$ cat src/hdl/sepia_pkg.sv
// Package for the sepia pixel tone unit: coefficient constants and the
// truncated weighted-term function. No dependencies.
`timescale 1ns / 1ps

package sepia_pkg;

	localparam int unsigned PIX_W   = 8;
	localparam int unsigned CHANS   = 3;
	localparam int unsigned TDATA_W = 24;
	localparam int unsigned SUM_W   = 10;

	// floor(x / 1000) == (x * RECIP) >> RECIP_SHIFT for every x below 493447,
	// and every product p * k stays below 196096.
	localparam int unsigned RECIP_SHIFT = 28;
	localparam int unsigned RECIP       = 268436;
	localparam int unsigned CONST_W     = 28;
	localparam int unsigned PROD_W      = PIX_W + CONST_W;

	localparam logic [PIX_W-1:0] PIX_MAX = 8'd255;

	typedef logic [PIX_W-1:0]   pix_t;
	typedef logic [CONST_W-1:0] wconst_t;

	// Weights in thousandths pre-scaled by the reciprocal: [out channel][in channel].
	localparam wconst_t SEP_WEIGHT [CHANS][CHANS] = '{
		'{CONST_W'(393 * RECIP), CONST_W'(769 * RECIP), CONST_W'(189 * RECIP)},
		'{CONST_W'(349 * RECIP), CONST_W'(686 * RECIP), CONST_W'(168 * RECIP)},
		'{CONST_W'(272 * RECIP), CONST_W'(534 * RECIP), CONST_W'(131 * RECIP)}
	};

	// floor(p * k / 1000) through one constant multiply and a shift.
	function automatic pix_t sep_term(input pix_t p, input wconst_t w);
		logic [PROD_W-1:0] prod;
		prod = {{CONST_W{1'b0}}, p} * {{PIX_W{1'b0}}, w};
		return prod[PROD_W-1 -: PIX_W];
	endfunction

endpackage

$ cat src/hdl/sepia_pixel_tone_unit.sv
// Sepia pixel tone unit: input register, weighted-term logic, result register.
// Depends on sepia_pkg.
`timescale 1ns / 1ps

// Usage
//   Slave stream s_*: one RGB pixel per item, tdata = red, green, blue
//   from the lowest byte up. Master stream m_*: the sepia pixel, same layout.
//   Each output channel is the sum of three truncated weighted terms,
//   saturated at 255.
// Order: the input register loads at the accepting edge, then the result
//   register loads and m_tvalid rises; a stall holds the item in the input
//   register until the result register is free.
// Throughput: one pixel per cycle while m_tready stays high; the term
//   multiplies and saturating three-term add sit between the two registers.
// Reset: arst_n clears both valid flags; no item is held after reset.
// Stall: while m_tready is low the result register holds its item and the
//   input register can still take one more; s_tready drops only when both
//   are full and the receiver is stalled.
module sepia_pixel_tone_unit (
	input  logic                           clk,
	input  logic                           arst_n,
	input  logic                           s_tvalid,
	output logic                           s_tready,
	input  logic [sepia_pkg::TDATA_W-1:0]  s_tdata,   // red_in, green_in, blue_in
	output logic                           m_tvalid,
	input  logic                           m_tready,
	output logic [sepia_pkg::TDATA_W-1:0]  m_tdata    // red_out, green_out, blue_out
);
	import sepia_pkg::*;

	logic                valid_s1;
	pix_t                pix_s1 [CHANS];
	pix_t                res_q  [CHANS];
	pix_t                res_d  [CHANS];
	logic                out_adv;
	logic                in_adv;

	assign out_adv  = valid_s1 && (!m_tvalid || m_tready);
	assign s_tready = !valid_s1 || out_adv;
	assign in_adv   = s_tvalid && s_tready;

	always_ff @(posedge clk or negedge arst_n) begin
		if (!arst_n) begin
			valid_s1 <= 1'b0;
		end else if (s_tready) begin
			valid_s1 <= s_tvalid;
		end
	end

	always_ff @(posedge clk) begin
		if (in_adv) begin
			for (int i = 0; i < CHANS; i++) begin
				pix_s1[i] <= s_tdata[i*PIX_W +: PIX_W];
			end
		end
	end

	for (genvar c = 0; c < CHANS; c++) begin : g_chan
		logic [SUM_W-1:0] sum;
		always_comb begin
			sum = {2'b00, sep_term(pix_s1[0], SEP_WEIGHT[c][0])}
			    + {2'b00, sep_term(pix_s1[1], SEP_WEIGHT[c][1])}
			    + {2'b00, sep_term(pix_s1[2], SEP_WEIGHT[c][2])};
			// saturate at full scale
			res_d[c] = (sum >= {2'b00, PIX_MAX}) ? PIX_MAX : sum[PIX_W-1:0];
		end
	end

	always_ff @(posedge clk or negedge arst_n) begin
		if (!arst_n) begin
			m_tvalid <= 1'b0;
		end else if (!m_tvalid || m_tready) begin
			m_tvalid <= valid_s1;
		end
	end

	always_ff @(posedge clk) begin
		if (out_adv) begin
			res_q <= res_d;
		end
	end

	assign m_tdata = {res_q[2], res_q[1], res_q[0]};

	// an accepted item always lands in the input register
	a_in_lands: assert property (@(posedge clk) disable iff (!arst_n)
		s_tvalid && s_tready |=> valid_s1)
		else $error("accepted item lost at input register");

	// a waiting item moves on when the result register is free
	a_moves_on: assert property (@(posedge clk) disable iff (!arst_n)
		valid_s1 && !m_tvalid |=> m_tvalid)
		else $error("item stuck in input register");

	// a full pipeline under stall holds its input item
	a_hold_s1: assert property (@(posedge clk) disable iff (!arst_n)
		valid_s1 && m_tvalid && !m_tready |=> valid_s1 && !s_tready || m_tready)
		else $error("input register dropped item under stall");

endmodule

$ cat config.mk
export PLATFORM = sky130hd
export DESIGN_NAME = sepia_pixel_tone_unit
export DESIGN_NICKNAME = d
export VERILOG_FILES = /design/src/hdl/sepia_pkg.sv /design/src/hdl/sepia_pixel_tone_unit.sv
export SDC_FILE = /design/constraint.sdc
export NUM_CORES = 1
export LEC_CHECK = 0
export BUFFER_PORTS_ARGS = -buffer_cell sky130_fd_sc_hd__clkbuf_2
export CAP_MARGIN = 20
export CELL_PAD_IN_SITES_DETAIL_PLACEMENT = 1
export CELL_PAD_IN_SITES_GLOBAL_PLACEMENT = 1
export CORE_UTILIZATION = 57
export CTS_BUF_LIST = sky130_fd_sc_hd__clkbuf_16
export CTS_CLUSTER_DIAMETER = 40
export DETAILED_ROUTE_END_ITERATION = 7
export PLACE_DENSITY_LB_ADDON = 0.1
export SYNTH_ARGS = -nofsm -noshare
export SYNTH_HDL_FRONTEND = slang
export SYNTH_SLANG_ARGS = --single-unit
$ cat constraint.sdc
create_clock -name clk -period 12.2 [get_ports clk]
set_clock_uncertainty 0.05 [all_clocks]
set_input_delay 1.83 -clock clk [delete_from_list [all_inputs] [get_ports clk]]
set_output_delay 1.83 -clock clk [all_outputs]
set_load 0.1 [all_outputs]
==> flow_metrics.tcl, run 1 <==
set metrics [dict create \
    run_status "completed" \
    yosys.area.top_type "ha_1" \
    nNetsFinal 3148 \
    grt_pass1_wl_mm 98.0 \
    syn_area_mm2 0.0211 \
    power.leakage_uw 0.0126 \
    yosysTopAreaCellShare_pct 35.7 \
    worstPathMaxFanout 12 \
    synth_edf_count 48 \
    yosysSeqAreaShare_pct 7.08 \
    finalMaxSlewViolations 0 \
    critPathRequiredTime_ps 12240 \
    drt_first_pass_iters 5 \
    routabilityCongestion 0.948 \
    syn2layout_area_growth_pct 5.16 \
    yosysUniqueCellTypes 70 \
    first_global_vias 18300 \
    grt-ovfl-total 0 \
    synth_nets 3077 \
    cp-end-kind "flop" \
    clk_latency_ps 350 \
    clock_sinks 50 \
    core_mm2 0.0365 \
    synth_commonest_cells "601 x ha_1, 570 x inv_1, 286 x fa_1" \
    min_path_type "reg2reg" \
    setup_viol 0 \
    cts-resized-gates 0 \
    place_ws_ps 3880 \
    grt_max_degree 25 \
    dpl.hpwl_mm 53.5 \
    yosys-top-cells-area "ha_1 36%, fa_1 27%, inv_1 10%" \
    synth_ff_type "edfxtp_1" \
    power_density_mw_per_mm2 232 \
    die-height_um 194 \
    rsz0062_at_grt "no" \
    max_stage_delay_ps 810 \
    crit_arrival_ps 8390 \
    clockBufferDepth 2 \
    rows 70 \
    drt-total-wl_mm 60.6 \
    tritoncts "yes" \
    hold_viol 0 \
    ant_nets 0 \
    ys_seq_elements 50 \
    detail_route.wl_per_cell_um 22.4 \
    clkTransAtPathRegs_ps 100 \
    grt.total_usage_pct 33.8 \
    ios 54 \
    ys.warnings.count 0 \
    vias_per_cell 5.84 \
    setup_tns_ps 0 \
    post_cts_buffers 0 \
    async_flop_share_pct 4.00 \
    drc_errors 0 \
    fin_ws_ps 3850 \
    power_uw 5150 \
    syn_inst 2162 \
    critPathLaunchType "flop" \
    layout_min_cycle_time_ps 8350 \
    synth.most_common_cell "ha_1" \
    post-route-period-util_pct 68.4 \
    num_vias 15800 \
    die-area_mm2 0.0378 \
    avgSynthCellArea_um2 9.75 \
    numCtsBuffers 5 \
    cap_violations 0 \
    tightest_slew_ps 903 \
    cts-hold-fix-buffers 0 \
    postLayoutCellArea_mm2 0.0222 \
    floorplan.initialDensity_pct 57.7 \
    peakVddDrop_mv 0.204 \
    relSlewSlack_pct 39.8 \
    fmax_mhz 120 \
    ctsHtreeMaxLevel 2 \
    path_class "reg2reg" \
    drive_above_1_share_pct 4.03 \
    die_x_um 194 \
    cp_common_cell "fa_1" \
    drtIter0Drc 574 \
    antenna_found_initial 0 \
    fillCellCount 4148 \
    numPortBuffers 53 \
    place_area_mm2 0.0220 \
    root_buffer "clkbuf_16" \
    cpMaxStageDelayCell "fa_1" \
    antennaDiodeCount 0 \
]
[stage by stage]
step	hold WS, ps	std cells	util (%)
final	463	2702	60.7
after global routing	501	2702	60.7
after CTS	471	2702	60.7
after detailed placement	444	2694	60.3
after global placement	415	2694	60.3
after floorplan	399	2162	-
[kinds of logic (layout without fill, tap and decap cells)]
logic type / after synthesis / count (layout) / synth area share [%]
xor+xnor: 64 / 64 / 2.66
flops: 50 / 50 / 7.08
compound gates: 314 / 314 / 10.3
simple gates: 276 / 276 / 6.89
buf+inv: 570 / 642 / 10.2
mux: 1 / 1 / 0.0534
fa+ha+maj: 887 / 887 / 62.8
[final timing paths]
check / from / end / slack [ps] / cells after the start
setup / recovery: pix_s1[0][13] / m_tdata[2] / 3850 / 27
hold / removal: valid_s1 / m_tvalid / 460 / 1
setup reg to reg: pix_s1[0][13] / m_tdata[2] / 3850 / 27
hold reg to reg: valid_s1 / m_tvalid / 460 / 1
max in group asynchronous: arst_n / valid_s1 / 10780 / 1
min in group asynchronous: arst_n / m_tvalid / 1220 / 1
[worst max-delay path, delay by kind of cell, from the launching register on]
| kind | cells | cell delay (ps) |
|---|---|---|
| xor+xnor | 1 | 160 |
| flops | 1 | 740 |
| compound gates | 9 | 2250 |
| simple gates | 7 | 1480 |
| buf+inv | 3 | 400 |
| fa+ha+maj | 7 | 2980 |
[final cells by class]
type	instances	area (um^2)	area share, %
sequential	50	1490	6.73
clock inverter	3	28.8	0.130
clock buffer	5	125	0.564
timing repair buffer	64	348	1.57
multi-input combinational	1542	17400	78.7
inverter	570	2140	9.65
tap	468	586	2.64
[layer usage]
layer | share of wire, % | vias to the layer above | GRT usage, %
li1 | - | 7355 | -
met1 | 41 | 7993 | 39.4
met2 | 52 | 291 | 62.4
met3 | 3.4 | 132 | 4.32
met4 | 4.2 | 0 | 14.1
met5 | 0 | - | 0
[power breakdown]
| part | switching [uW] | internal [uW] | total [uW] |
|---|---|---|---|
| Sequential | 40.1 | 361 | 401 |
| Clock | 86.5 | 78.9 | 165 |
| Combinational | 2780 | 1810 | 4590 |
| Total | 2900 | 2250 | 5150 |
[flip-flops by register name (all words and copies together) (netlist names)]
signal,count
m_tdata,24
m_tvalid,1
pix_s1,24
valid_s1,1
[cells in the final DEF (no fill, tap or decap), drive strengths merged, types with 21 or more instances in the layout]
cell type  netlist  layout
a21oi           76      76
a21o            58      58
clkbuf           0      58
o21bai          23      23
nand2b          22      22
ha             601     601
and3            21      21
fa             286     286
xor2            26      26
nand3           22      22
edfxtp          48      48
o21ai           40      40
xnor2           38      38
nand2           62      62
nor2            52      52
inv            570     571
Note: power is estimated with default switching activity, not from simulation.
==> inputs of run 2 (changes only) <==
CORE_UTILIZATION = 48   (was 57)
clock period = 7.1 ns   (was 12.2 ns; I/O delays follow)
==> run 2 against run 1 <==
  * Maximum frequency is 21% higher
  * Register-to-register slack lost 3700 ps
  * Largest power group unchanged
  * Flip-flop and latch count unchanged
  * Combinational power up 89%
  * Largest cell class unchanged
  * Final cell count increased by 9.5%
  * Worst hold slack got worse by 11 ps
  * Critical path type unchanged
==> flow_metrics.tcl, run 2 (same netlist as run 1, synthesis figures left out) <==
set metrics [dict create \
    grt_max_degree 25 \
    drive_above_1_share_pct 13.6 \
    final_cell_mix "584 x ha_1, 563 x inv_1, 276 x fa_1" \
    path_class "reg2reg" \
    run_status "completed" \
    root_buffer "clkbuf_16" \
    floorplan.initialDensity_pct 48.8 \
    die-height_um 212 \
    ctsHtreeMaxLevel 2 \
    fmax_mhz 145 \
    rrSetupSlack_ps 180 \
    routabilityCongestion 0.959 \
    cp-end-kind "flop" \
    cts-hold-fix-buffers 0 \
    met1_usage_pct 37.4 \
    met3_usage_pct 4.60 \
    detail_route.wl_per_cell_um 21.2 \
    numPortBuffers 53 \
    relSlewSlack_pct 58.7 \
    power.leakage_uw 0.0133 \
    cap_violations 0 \
    clkTransAtPathRegs_ps 100 \
    worstPathMaxFanout 6 \
    clock_sinks 50 \
    place_area_mm2 0.0230 \
    core_mm2 0.0432 \
    min_path_type "in2async" \
    cpMaxStageDelayCell "edfxtp_1" \
    max_stage_delay_ps 560 \
    peakVddDrop_mv 0.392 \
    num_vias 16100 \
    post-route-period-util_pct 97.4 \
    busiest_layer "met2" \
    ios 54 \
    final_common_cell "ha_1" \
    power_density_mw_per_mm2 403 \
    antenna_found_initial 2 \
    syn2layout_area_growth_pct 13.5 \
    die_x_um 212 \
    crit_arrival_ps 7090 \
    utilization_pct 55.4 \
    vias_per_cell 5.45 \
    cp_common_cell "buf_4" \
    grt.total_usage_pct 28.8 \
    nNetsFinal 3287 \
    dpl.hpwl_mm 55.2 \
    ant_nets 0 \
    drt-total-wl_mm 62.8 \
    grt_pass1_wl_mm 97.3 \
    critPathLaunchType "flop" \
    tightest_slew_ps 615 \
    first_global_vias 18100 \
    reg2reg_depth 28 \
    drt_first_pass_iters 5 \
    grt-ovfl-total 0 \
    drc_errors 0 \
    r2r-start "pix_s1[0][18]" \
    finalMaxSlewViolations 0 \
    setup_viol 0 \
    clockBufferDepth 2 \
    clk_latency_ps 350 \
    die-area_mm2 0.0448 \
    grt_use_met2_pct 49.5 \
    layout_min_cycle_time_ps 6920 \
    postLayoutCellArea_mm2 0.0239 \
    numCtsBuffers 5 \
    hold_viol 0 \
    rows 76 \
    fillCellCount 4963 \
    drtIter0Drc 609 \
    tritoncts "yes" \
    setup_tns_ps 0 \
    timing.rr.end "m_tdata[16]" \
    critPathRequiredTime_ps 7270 \
]
run 2: changes by cell type in the layout (fill, tap and decap cells not counted), moves of 8 or more:
cell,change
a21oi_1,-22
a21oi_2,+22
buf_4,+131
fa_1,-10
fa_2,+10
ha_1,-17
ha_2,+8
ha_4,+9
run 2: cell type report:
type / count / area (um^2) / area share, %
Sequential cell: 50 / 1490 / 6.23
Tap cell: 585 / 732 / 3.06
Inverter: 570 / 2140 / 8.96
Timing Repair Buffer: 203 / 1440 / 6.01
Clock buffer: 5 / 125 / 0.523
Clock inverter: 3 / 22.5 / 0.0941
Antenna cell: 2 / 5.00 / 0.0209
Multi-Input combinational cell: 1542 / 18000 / 75.1
run 2: worst max-delay path by stage:
stage / start / slack, ps / cells past startpoint / to
6_report: pix_s1[0][18] / 180 / 28 / m_tdata[16]
5_1_grt: pix_s1[0][18] / -150 / 28 / m_tdata[16]
4_1_cts: pix_s1[0][2] / 0.1 / 26 / m_tdata[16]
3_5_place_dp: pix_s1[0][14] / -200 / 29 / m_tdata[1]
3_3_place_gp: pix_s1[0][10] / 20 / 30 / m_tdata[3]
2_1_floorplan: pix_s1[0][14] / 5 / 27 / m_tdata[9]
run 2: critical path, delay by kind of cell, from the launching register on:
family | cells | cell delay [ps]
compound gates | 7 | 1650
xor+xnor | 2 | 320
fa+ha+maj | 7 | 2840
buf+inv | 9 | 1050
flops | 1 | 560
simple gates | 3 | 310
run 2: routing by layer:
layer  share of wire [%]  vias up  wire [um]
met5                0.17        -        108
met4                 2.9        2       1810
met3                 4.1       84       2570
met2                  48      274      30200
met1                  45     8136      28100
li1                    -     7631          -
run 2: through the flow:
stage                     instances  hold WS (ps)  setup slack [ps]  total power (uW)
after CTS                      2932           441             0.143              9230
after global placement         2918           420              20.5              8510
after global routing           2958           443              -149             10800
after floorplan                2162           399              4.89              6430
after detailed placement       2918           424              -197              8840
final                          2960           451               183              9650
run 2: power breakdown:
group,internal (uW),switching (uW)
sequential,623,55.4
clock,134,152
combinational,3640,5050
run 2: repair_timing:
item                                    CTS  global route
buffers inserted                          6            26
gates cloned                              0             0
gates resized for setup                  12           103
endpoints found under the setup margin   12            24
pin swaps                                 0            52
==> inputs of run 3 (changes only) <==
RECOVER_POWER = 100   (was unset)
==> run 3 against run 2 <==
  * The run now ends with capacitance limit, slew limit left
  * Combinational power about the same
  * First-iteration DRC count rose by 2.1%
  * Total power barely moved
  * Sequential power about the same
  * Worst hold slack gained 2.0 ps
  * Via count up 0.19%
  * Utilization is 0.11 points lower
  * Critical path type unchanged
  * Largest power group unchanged
==> flow_metrics.tcl, run 3 (same netlist as run 1, synthesis figures left out) <==
set metrics [dict create \
    run_status "complete, but fails checks" \
    violations "capacitance limit, slew limit" \
    clkTransAtPathRegs_ps 100 \
    drt-total-wl_mm 62.9 \
    drt_first_pass_iters 5 \
    path_class "reg2reg" \
    cp-end-kind "flop" \
    finalMaxSlewViolations 25 \
    die-area_mm2 0.0448 \
    layout_min_cycle_time_ps 6920 \
    peakVddDrop_mv 0.393 \
    drive_above_1_share_pct 12.1 \
    ios 54 \
    utilization_pct 55.3 \
    setup_viol 0 \
    vias_per_cell 5.46 \
    clockBufferDepth 2 \
    antenna_found_initial 2 \
    numCtsBuffers 5 \
    met1_length_mm 28.1 \
    relSlewSlack_pct -24.0 \
    ant_nets 0 \
    instances_no_fill 2960 \
    critPathRequiredTime_ps 7270 \
    final_cell_mix "584 x ha_1, 563 x inv_1, 276 x fa_1" \
    hold_viol 0 \
    die-height_um 212 \
    cpMaxStageDelayCell "edfxtp_1" \
    drtIter0Drc 622 \
    grt.total_usage_pct 28.8 \
    grt_pass1_wl_mm 97.3 \
    tightest_slew_ps 1860 \
    post-route-period-util_pct 97.5 \
    top_layer_used "met5" \
    crit_arrival_ps 7090 \
    drc_errors 0 \
    cap_violations 1 \
    core_mm2 0.0432 \
    tritoncts "yes" \
    cp_common_cell "buf_4" \
    dp.cells 2918 \
    syn2layout_area_growth_pct 13.3 \
    routabilityCongestion 0.959 \
    final_common_cell "ha_1" \
    rows 76 \
    fillCellCount 4971 \
    hold_depth 1 \
    fmax_mhz 145 \
    wl_met3_mm 2.52 \
    nNetsFinal 3287 \
    detail_route.wl_per_cell_um 21.2 \
    whs_ps 453 \
    clk_latency_ps 350 \
    root_buffer "clkbuf_16" \
    numPortBuffers 53 \
    num_vias 16200 \
    min_path_type "reg2reg" \
    dpl.hpwl_mm 55.2 \
    ctsHtreeMaxLevel 2 \
    critPathLaunchType "flop" \
    grt_max_degree 25 \
    worstPathMaxFanout 6 \
    max_stage_delay_ps 560 \
    power_density_mw_per_mm2 404 \
    power.leakage_uw 0.0132 \
    grt-ovfl-total 0 \
    clock_sinks 50 \
    first_global_vias 18100 \
    die_x_um 212 \
    reg2reg_depth 28 \
    wl_met2_mm 30.2 \
    cts-hold-fix-buffers 0 \
    floorplan.initialDensity_pct 48.8 \
]
==> run 3: worst paths after layout <==
path	start	end	slack, ps
min in group asynchronous	arst_n	m_tvalid	460
hold / removal	valid_s1	m_tvalid	450
max in group asynchronous	arst_n	valid_s1	6410
setup reg to reg	pix_s1[0][18]	m_tdata[16]	180
setup / recovery	pix_s1[0][18]	m_tdata[16]	180
hold reg to reg	valid_s1	m_tvalid	450
==> run 3: critical path, delay by kind of cell (launching register included) <==
family	cells	cell delay [ps]
buffers and inverters	9	1050
AO/OA/AOI/OAI	7	1650
flip-flops	1	560
XOR/XNOR	2	320
AND/OR/NAND/NOR	3	310
adder cells (fa/ha/maj)	7	2840
==> run 3: timing repair <==
action | 4_1_cts | 5_1_grt
endpoints found under the setup margin | 12 | 24
cloned | 0 | 0
pin swaps | 0 | 52
gates resized for setup | 12 | 103
setup buffers | 6 | 26
endpoints found under the hold margin | 0 | 0
==> run 3: final cells by class <==
cell class                      count  area (um^2)  share of cell area [%]
Multi-Input combinational cell   1542        18000                    75.3
Inverter                          570         2140                    8.98
Sequential cell                    50         1490                    6.25
Timing Repair Buffer              203         1390                    5.82
Tap cell                          585          732                    3.07
Clock buffer                        5          125                   0.524
Clock inverter                      3         22.5                  0.0943
Antenna cell                        2         5.00                  0.0210
==> run 3: metal layers <==
layer / vias to the layer above / global-route usage [%]
li1: 7633 / -
met1: 8150 / 37.4
met2: 283 / 49.5
met3: 90 / 4.60
met4: 2 / 7.60
met5: - / 1.89
==> run 3: metrics by stage <==
stage	power (uW)	area, um^2	setup TNS [ps]	setup WS (ps)
2_1_floorplan	6430	21100	0	4.89
3_3_place_gp	8510	23000	0	20.5
3_5_place_dp	8840	23000	-1500	-197
4_1_cts	9230	23200	0	0.143
5_1_grt	10700	23900	-1020	-149
6_report	9640	23900	0	181
==> run 3: power breakdown <==
part	internal (uW)	total (uW)	switching, uW
Combinational	3620	8680	5060
Clock	134	286	152
Sequential	623	679	55.4
Total	4370	9640	5270
